### src/rtl/vpd_pkg.sv
// Package for the varint prefix decoder: prefix codes, field widths and
// the result record passed between the decode stage and the output register.
// No dependencies.
package vpd_pkg;

  localparam int BYTE_W   = 8;
  localparam int VALUE_W  = 64;
  localparam int LEN_W    = 4;
  localparam int DUE_W    = 4;
  localparam int OUT_DATA_W = 72;  // value + encoded_length, padded to bytes

  localparam logic [BYTE_W-1:0] PREFIX_DIRECT_MAX = 8'hfc;
  localparam logic [BYTE_W-1:0] PREFIX_U16        = 8'hfd;
  localparam logic [BYTE_W-1:0] PREFIX_U32        = 8'hfe;
  localparam logic [BYTE_W-1:0] PREFIX_U64        = 8'hff;

  localparam logic STATUS_OK        = 1'b0;
  localparam logic STATUS_TRUNCATED = 1'b1;

  typedef struct packed {
    logic [VALUE_W-1:0] value;
    logic [LEN_W-1:0]   encoded_length;
    logic               status;
  } vpd_result_t;

endpackage

### src/rtl/vpd_decode.sv
// Decode stage: holds the count of payload bytes due, the accumulator and
// the length of the number in progress; produces at most one result per byte.
// Depends on vpd_pkg.
module vpd_decode import vpd_pkg::*; (
  input  logic              clk,
  input  logic              rst,
  input  logic              step,
  input  logic [BYTE_W-1:0] in_byte,
  input  logic              end_of_buffer,
  output logic              res_valid,
  output vpd_result_t       res
);

  logic [DUE_W-1:0]   bytes_due, bytes_due_next;
  logic [VALUE_W-1:0] accumulator, accumulator_next;
  logic [LEN_W-1:0]   total_length, total_length_next;
  logic [VALUE_W-1:0] shifted;
  logic [DUE_W-1:0]   due_dec;

  assign shifted = {accumulator[VALUE_W-BYTE_W-1:0], in_byte};
  assign due_dec = bytes_due - DUE_W'(1);

  always_comb begin
    bytes_due_next     = bytes_due;
    accumulator_next   = accumulator;
    total_length_next  = total_length;
    res_valid          = 1'b0;
    res.value          = '0;
    res.encoded_length = '0;
    res.status         = STATUS_OK;
    if (bytes_due == '0) begin
      if (in_byte <= PREFIX_DIRECT_MAX) begin
        res_valid          = 1'b1;
        res.value          = VALUE_W'(in_byte);
        res.encoded_length = LEN_W'(1);
      end else begin
        accumulator_next = '0;
        unique case (in_byte)
          PREFIX_U16: begin
            bytes_due_next    = DUE_W'(2);
            total_length_next = LEN_W'(3);
          end
          PREFIX_U32: begin
            bytes_due_next    = DUE_W'(4);
            total_length_next = LEN_W'(5);
          end
          default: begin
            bytes_due_next    = DUE_W'(8);
            total_length_next = LEN_W'(9);
          end
        endcase
        if (end_of_buffer) begin
          bytes_due_next = '0;
          res_valid      = 1'b1;
          res.status     = STATUS_TRUNCATED;
        end
      end
    end else begin
      accumulator_next = shifted;
      bytes_due_next   = due_dec;
      if (due_dec == '0) begin
        res_valid          = 1'b1;
        res.value          = shifted;
        res.encoded_length = total_length;
      end else if (end_of_buffer) begin
        bytes_due_next = '0;
        res_valid      = 1'b1;
        res.status     = STATUS_TRUNCATED;
      end
    end
  end

  always_ff @(posedge clk) begin
    if (rst) begin
      bytes_due <= '0;
    end else if (step) begin
      bytes_due <= bytes_due_next;
    end
    if (step) begin
      accumulator  <= accumulator_next;
      total_length <= total_length_next;
    end
  end

endmodule

### src/rtl/vpd_out_reg.sv
// Output register: holds one result until the downstream side takes it.
// Depends on vpd_pkg.
module vpd_out_reg import vpd_pkg::*; (
  input  logic                  clk,
  input  logic                  rst,
  input  logic                  load,
  input  vpd_result_t           res,
  output logic                  free,
  output logic                  m_axis_tvalid,
  input  logic                  m_axis_tready,
  output logic [OUT_DATA_W-1:0] m_axis_tdata,
  output logic                  m_axis_tuser
);

  vpd_result_t held;

  assign free         = !m_axis_tvalid || m_axis_tready;
  assign m_axis_tdata = {(OUT_DATA_W-VALUE_W-LEN_W)'(0), held.encoded_length, held.value};
  assign m_axis_tuser = held.status;

  always_ff @(posedge clk) begin
    if (rst) begin
      m_axis_tvalid <= 1'b0;
    end else if (free) begin
      m_axis_tvalid <= load;
    end
    if (free && load) begin
      held <= res;
    end
  end

endmodule

### src/rtl/varint_prefix_decoder_core.sv
// Top level of the varint prefix decoder: input register, decode stage and
// output register. Depends on vpd_pkg, vpd_decode and vpd_out_reg.
//
// Usage:
//   The slave channel carries the encoded stream one byte per transaction;
//   tlast marks the last byte available in the buffer. A byte up to 0xfc is
//   a number by itself; 0xfd, 0xfe, 0xff are followed by 2, 4 or 8 payload
//   bytes, most significant first. The master channel carries one
//   transaction per finished number (value, encoded length 1/3/5/9, tuser 0)
//   or per buffer that ended mid-number (all zero, tuser 1).
//   Throughput: one byte per cycle, sustained while the receiver keeps tready high.
//   Path: the byte that completes a number is loaded into the input register,
//   and its result then goes from the decode stage into the output register
//   once that register is free.
//   Reset (synchronous) empties both registers and returns the decoder to
//   expecting a prefix byte.
//   When the receiver stalls, the output register holds its result and the
//   input register takes one more byte; tready then drops until the output
//   register is taken.
module varint_prefix_decoder_core import vpd_pkg::*; (
  input  logic                  clk,
  input  logic                  rst,
  input  logic                  s_axis_tvalid,
  output logic                  s_axis_tready,
  input  logic [BYTE_W-1:0]     s_axis_tdata,   // [7:0] in_byte
  input  logic                  s_axis_tlast,   // end_of_buffer
  output logic                  m_axis_tvalid,
  input  logic                  m_axis_tready,
  output logic [OUT_DATA_W-1:0] m_axis_tdata,   // [63:0] value, [67:64] encoded_length
  output logic                  m_axis_tuser    // status
);

  logic              in_valid;
  logic [BYTE_W-1:0] in_byte;
  logic              in_last;
  logic              out_free;
  logic              step;
  logic              res_valid;
  vpd_result_t       res;

  assign step          = in_valid && out_free;
  assign s_axis_tready = !in_valid || step;

  always_ff @(posedge clk) begin
    if (rst) begin
      in_valid <= 1'b0;
    end else if (s_axis_tready) begin
      in_valid <= s_axis_tvalid;
    end
    if (s_axis_tready && s_axis_tvalid) begin
      in_byte <= s_axis_tdata;
      in_last <= s_axis_tlast;
    end
  end

  vpd_decode u_decode (
    .clk           (clk),
    .rst           (rst),
    .step          (step),
    .in_byte       (in_byte),
    .end_of_buffer (in_last),
    .res_valid     (res_valid),
    .res           (res)
  );

  vpd_out_reg u_out (
    .clk           (clk),
    .rst           (rst),
    .load          (step && res_valid),
    .res           (res),
    .free          (out_free),
    .m_axis_tvalid (m_axis_tvalid),
    .m_axis_tready (m_axis_tready),
    .m_axis_tdata  (m_axis_tdata),
    .m_axis_tuser  (m_axis_tuser)
  );

endmodule

### config.mk
export PLATFORM = sky130hd
export DESIGN_NAME = varint_prefix_decoder_core
export DESIGN_NICKNAME = d
export VERILOG_FILES = /design/src/rtl/vpd_pkg.sv /design/src/rtl/vpd_decode.sv /design/src/rtl/vpd_out_reg.sv /design/src/rtl/varint_prefix_decoder_core.sv
export SDC_FILE = /design/constraint.sdc
export NUM_CORES = 1
export LEC_CHECK = 0
export ABC_CLOCK_PERIOD_IN_PS = 7830
export BUFFER_PORTS_ARGS = -buffer_cell sky130_fd_sc_hd__clkbuf_2
export CAP_MARGIN = 20
export CORE_MARGIN = 1.5
export CORE_UTILIZATION = 56
export CTS_CLUSTER_DIAMETER = 200
export DETAILED_ROUTE_END_ITERATION = 8
export PLACE_DENSITY = 0.77
export SLEW_MARGIN = 20
export SYNTH_ARGS = -nofsm -noshare
export SYNTH_HDL_FRONTEND = slang
export SYNTH_SLANG_ARGS = --single-unit
export TNS_END_PERCENT = 20
### constraint.sdc
create_clock -name clk -period 7.83 [get_ports clk]
set_input_delay 0.783 -clock clk [delete_from_list [all_inputs] [get_ports clk]]
set_output_delay 0.783 -clock clk [all_outputs]
set_load 0.01 [all_outputs]
### Word-level counts from Yosys, hierarchy flattened

Index checks and enable logic that the tools add are counted.

* register bits: 144
* bits in latches: 0
* bits in writable memories: 0
* memory bits (read-only): 0
* input bits: 13
* output and inout port bits: 75
* word-level logic and storage cells: 46
* memories: 0

* add/sub/neg operators: 1
* multipliers: 0
* divide/modulo/power cells: 0
* $lt $le $gt $ge: 1
* eq/ne operators: 3
* shifts and indexed selects: 0
* muxes and demuxes: 18
* bitwise gates (word level): 1
* reductions and logical operators: 12

Operators with widths (count)
* 2-to-1 mux 56 bit: 2
* 2-to-1 mux 69 bit: 1
* 2-to-1 mux 68 bit: 1
* 2-to-1 mux 4 bit: 5
* equality test 8 bit (second input constant): 2
* case mux 4 bit (2 select lines): 2
* 2-to-1 mux 12 bit: 1
* less-or-equal comparator 8 bit (second input constant): 1
* zero test 4 bit: 2
* 2-to-1 mux 1 bit: 6
* logical AND 1 bit: 4
* subtractor 4 x 1 -> 4 bit (second input constant): 1
* AND reduction 3 bit: 1
* zero test 1 bit: 2
* logical OR 1 bit: 2
* inequality test 2 bit (second input constant): 1
* AND reduction 2 bit: 1
* NOT 1 bit: 1

### Longest topological paths before layout

* depth in word-level cells: 6
* gate-level depth with buffers: 8
* depth with buffers taken out: 6

### Cells and area by module

A second synthesis with hierarchy kept.

* cell total of the unflattened synthesis: 348
* area total of the unflattened synthesis: 5520.3 um2

Modules (own cells, without submodules)
* vpd_decode: times used 1, cells each 253, area each 3019.1 um2, sequential area each 1851.8 um2
* vpd_out_reg: times used 1, cells each 79, area each 2160.8 um2, sequential area each 2092.0 um2
* varint_prefix_decoder_core: times used 1, cells each 16, area each 340.3 um2, sequential area each 290.3 um2

### Least setup slack after synthesis

Ideal clock, no wire load.

* path kind: register to register
* start point: register u_decode.bytes_due[0]
* end point: register u_out.held, in the netlist u_out.m_axis_tdata[0] (enable)
* library setup time: 0.537 ns
* data arrival time: 4.910 ns
* required time: 7.293 ns
* path slack: 2.383 ns
* cell stages (with the launch flop): 6
* buffers on the path: 0
* clock period less this slack: 5.447 ns
* cell sequence: dfxtp_1 -> inv_1 -> ha_1 -> nor3b_4 -> o31ai_4 -> a31oi_1

* cells in the longest elaborated chain, start to end: 6
* elaborated cells on any way between the ends: 7
* those cells by class: add/sub: 1; mux: 2; reduce/logical: 4

Ends and longest elaborated chain
* start: declaration: RTL line vpd_decode.sv:14 `logic [DUE_W-1:0] bytes_due, bytes_due_next;`
* start signal: assignment: RTL line vpd_decode.sv:77 `bytes_due <= bytes_due_next;`
* subtractor 4 x 1 -> 4 bit: RTL line vpd_decode.sv:21 `assign due_dec = bytes_due - DUE_W'(1);`
* zero test 4 bit: RTL line vpd_decode.sv:61 `if (due_dec == '0) begin`
* 2-to-1 mux 1 bit: RTL line vpd_decode.sv:61
* 2-to-1 mux 1 bit (*): RTL line vpd_decode.sv:31 `if (bytes_due == '0) begin`
* logical AND 1 bit (*): RTL line varint_prefix_decoder_core.sv:69 `.load (step && res_valid),`
* logical AND 1 bit (*): RTL line vpd_out_reg.sv:27 `if (free && load) begin`
* end signal: assignment: RTL line vpd_out_reg.sv:28 `held <= res;`
* end: declaration: RTL line vpd_out_reg.sv:15 `vpd_result_t held;`

Every way passes the cells marked *; elsewhere a longest branch is shown, timed or not.
A chain may end at the register's enable or synchronous reset.

### Final worst setup path

* start point: register u_decode.bytes_due[0]
* end point: register u_decode.accumulator[13] (enable)

* cells in the longest elaborated chain, start to end: 3

Ends and longest elaborated chain
* zero test 4 bit: RTL line vpd_decode.sv:31
* inequality test 2 bit (no source line)
* AND reduction 2 bit (no source line)
* end signal: assignment: RTL line vpd_decode.sv:80 `accumulator <= accumulator_next;`
* end: declaration: RTL line vpd_decode.sv:15 `logic [VALUE_W-1:0] accumulator, accumulator_next;`

Every way passes these cells.

==> out/results.md <==
## Placed design
* 83 — Port-buffer cells
* 0.00605 mm² — post-detailed-placement cell area
* 0.836 — final estimated routing congestion in global placement
* 5230 µm — DPL Wire Length

## Synth
* sky130_fd_sc_hd__edfxtp_1 — cell taking the most area after synthesis
* 2.83% — fraction of the mapped netlist area in compound gates
* 74.5% — area fraction of the dominant cell type after synthesis
* 143 — Yosys reg bits
* 17.6% — simple logic cell fraction of the synthesized area
* 0.453% — area share of fa/ha/maj cells after synthesis
* 76.6% — share of the yosys chip area belonging to registers
* 0% — Synth async-reset ratio
* simple AND/OR/NAND/NOR gates — main combinational cell family by area after synthesis
* 16.0 µm² — synthesized area per cell
* 0% — multiplexer area fraction after synthesis
* 137 — Post-synth EDFFs
* 0.00552 mm² — post-synthesis instance area
* sky130_fd_sc_hd__edfxtp_1 — most used flip-flop cell after synthesis
* 0 — Yosys warning count
* 345 — post-synthesis instance total
* 36 — number of distinct library cell variants in the gate-level netlist after synthesis
* sky130_fd_sc_hd__edfxtp_1, sky130_fd_sc_hd__nor2b_1, sky130_fd_sc_hd__dfxtp_1 — top post-synthesis cells by area
* 0.159% — area share of xor/xnor cells in the synthesized design

## Layout
* sky130_fd_sc_hd__edfxtp_1 — leading cell type in the layout, fill and taps excluded
* 28.4% — share of post-route cells with drive strength above 1
* 69.0% — Final Util
* 659 — Filler Cells Inserted
* sky130_fd_sc_hd__edfxtp_1, sky130_fd_sc_hd__nor2b_1, sky130_fd_sc_hd__clkbuf_2 — most used cells in the layout excluding fill and tap cells
* 450 — # nets final
* 0 — number of diodes
* 21.0% — area added between synthesis and finish
* 0.00668 mm² — Final Instance Area

## Floorplanning
* 57.0% — initial core utilization
* 102 µm — horizontal die dimension
* 102 µm — chip height
* 88 — total I/O pin count
* 36 — Placement Rows
* 0.0105 mm² — full die area
* 0.00968 mm² — Std-Cell Core Area

## STA
* 36.9% — Relative slew margins
* 301 MHz — achievable frequency
* 0.0123 ns — post-route clock skew
* 0 — Final Max Tran Viols
* no — RSZ-0062 raised after global routing
* 0 ns — setup_tns
* 3.33 ns — fin crit period
* 42.5% — final period utilization
* 0.444 ns — WHS
* 0 — number of setup violations in the final report
* 0 — number of endpoints with negative hold slack in the final report
* 0.946 ns — slew at the pin closest to its max-slew limit

## Route
* 4 — TritonRoute pass-1 iters
* 15.5 µm — post-DR wirelength/cell
* 0 — post-route antenna net violation count
* 5.11 — routed vias/inst
* 0 — remaining design rule violation count
* 116 — DR iter-0 viols
* 2965 — total via count in the routed design
* 9000 µm — wire length after detailed routing

## Setup path
* 7.79 ns — data required time at the worst endpoint
* flop — endpoint type of the worst setup path
* u_decode.bytes_due[0] — crit path launch
* 3.29 ns — data arrival at the endpoint of the critical path
* 4.50 ns — setup slack of the most critical reg-to-reg path
* 61 — crit-path max FO
* u_decode.bytes_due[0] — launch point of the worst reg-to-reg path
* flop — kind of launch point of the worst setup path
* u_decode.accumulator[13] — r2r endpoint
* 7 — cell depth of the worst flop-to-flop path
* u_decode.accumulator[13] — worst setup path end
* reg -> reg — category of the most critical setup path

## Clock tree
* 4 — htree depth
* 17 — clock buffer count from CTS
* 0.51 ns — clock latency on the worst-skew pair
* 0 — number of resized instances in the post-cts repair step
* sky130_fd_sc_hd__clkbuf_8 — root buf cell
* 0.06 ns — clock-pin slew of the registers on the worst-case setup and hold paths
* 143 — number of clock sinks seen by CTS
* 2 — Max clock buf depth
* 0 — buffer count from post-CTS setup fixing
* yes — clock tree from TritonCTS
* 0 — # hold bufs at CTS

## Power
* 0.00175 W — Design Power
* 2.35 nW — leakage power total
* 19.2% — fraction of power spent switching nets
* 0.141 mV — maximum resistive drop on vdd
* 0.00141 W — cell internal power dissipation
* 262 mW/mm² — total power density per cell area
* 2.5% — combinational cell fraction of total power
* 49.1% — fraction of power consumed by sequential logic
* 0.000335 W — switching pwr
* 48.4% — fraction of power consumed by the clock network

## Global routing
* 0 — total grt overflow
* 0 — antenna violations before repair
* 18.3% — total track usage
* 63 — maximum number of pins on one net before global-route repair
* 13800 µm — wire length of the first global-routing pass
* 2771 — number of global-route vias before repair

## Status
* complete, no violations — result of the run

## Flow run
* 0 — Max Cap Viol

## Min path
* in -> reg — type of the worst min-delay path

==> state kept, by name, summed over array words and instances (netlist names) <==
name and count:
u_decode.total_length 3, in_byte 8, in_last 1, u_out.m_axis_tuser 1, u_decode.accumulator 56, u_out.m_axis_tvalid 1, in_valid 1, u_decode.bytes_due 4
u_out.m_axis_tdata 68
==> through the flow <==
step / setup slack (ns) / std cells
final: 4.50 / 580
after global routing: 4.29 / 580
after CTS: 4.54 / 580
after detailed placement: 4.59 / 549
after global placement: 4.72 / 549
after floorplan: 2.38 / 348
==> power by group through the flow <==
stage | registers [W] | logic (W) | clock network [W]
final | 0.000858 | 0.0000437 | 0.000846
after global routing | 0.000860 | 0.0000484 | 0.000890
after CTS | 0.000858 | 0.0000443 | 0.000856
after global placement | 0.000873 | 0.0000432 | 0
after detailed placement | 0.000874 | 0.0000437 | 0
after floorplan | 0.000882 | 0.0000166 | 0
==> worst min-delay path by stage <==
stage / start / endpoint / slack, ns / cells past startpoint
2_1_floorplan: u_decode.bytes_due[0] / u_decode.bytes_due[0] / 0.49 / 2
3_5_place_dp: u_decode.accumulator[55] / u_out.m_axis_tdata[63] / 0.52 / 1
6_report: s_axis_tdata[6] / in_byte[6] / 0.44 / 1
4_1_cts: s_axis_tdata[1] / in_byte[1] / 0.42 / 1
3_3_place_gp: u_decode.bytes_due[0] / u_decode.bytes_due[0] / 0.52 / 2
5_1_grt: s_axis_tdata[6] / in_byte[6] / 0.42 / 1
==> cell families (layout without fill, tap and decap cells) <==
| logic type | count (synthesis) | after routing |
|---|---|---|
| AO/OA/AOI/OAI | 21 | 21 |
| XOR/XNOR | 1 | 1 |
| adder cells (fa/ha/maj) | 2 | 2 |
| buffers and inverters | 24 | 123 |
| flip-flops | 143 | 143 |
| other | 1 | 4 |
| AND/OR/NAND/NOR | 153 | 153 |
==> cell usage after synthesis (4+ instances only) <==
cell,instances
sky130_fd_sc_hd__nor2b_1,111
sky130_fd_sc_hd__clkbuf_1,5
sky130_fd_sc_hd__o21ai_0,4
sky130_fd_sc_hd__nand2_1,4
sky130_fd_sc_hd__buf_2,5
sky130_fd_sc_hd__and2b_1,6
sky130_fd_sc_hd__and2_1,9
sky130_fd_sc_hd__a21oi_1,5
sky130_fd_sc_hd__edfxtp_1,137
sky130_fd_sc_hd__dfxtp_1,6
sky130_fd_sc_hd__inv_1,6
sky130_fd_sc_hd__nor2_1,8
sky130_fd_sc_hd__buf_4,8
==> worst max-delay path, cell delays in order, from the launching register on <==
cell and delay [ns]:
sky130_fd_sc_hd__dfxtp_1 0.36, sky130_fd_sc_hd__inv_1 0.14, sky130_fd_sc_hd__ha_1 0.29, sky130_fd_sc_hd__nor3b_4 0.21, sky130_fd_sc_hd__buf_4 0.53, sky130_fd_sc_hd__o31ai_4 0.21, sky130_fd_sc_hd__nand2_1 0.22, sky130_fd_sc_hd__clkinv_2 0.75
==> final cells by class <==
class / instances / area, µm² / share of cell area [%]
well taps: 133 / 166 / 2.49
inverters: 6 / 23.8 / 0.356
repair buffers: 86 / 438 / 6.55
flip-flops and latches: 143 / 4230 / 63.3
clock buffers: 17 / 414 / 6.20
multi-input cells: 181 / 1190 / 17.8
clock inverters: 14 / 216 / 3.24
==> per-layer routing <==
| layer | up-vias | track usage, % | wire (µm) |
|---|---|---|---|
| met5 | - | 0 | 0 |
| met4 | 0 | 9.06 | 193 |
| met3 | 14 | 5.75 | 472 |
| met2 | 117 | 28.8 | 4460 |
| met1 | 1430 | 23.3 | 3880 |
| li1 | 1404 | - | - |
Note: power is estimated with default switching activity, not from simulation.
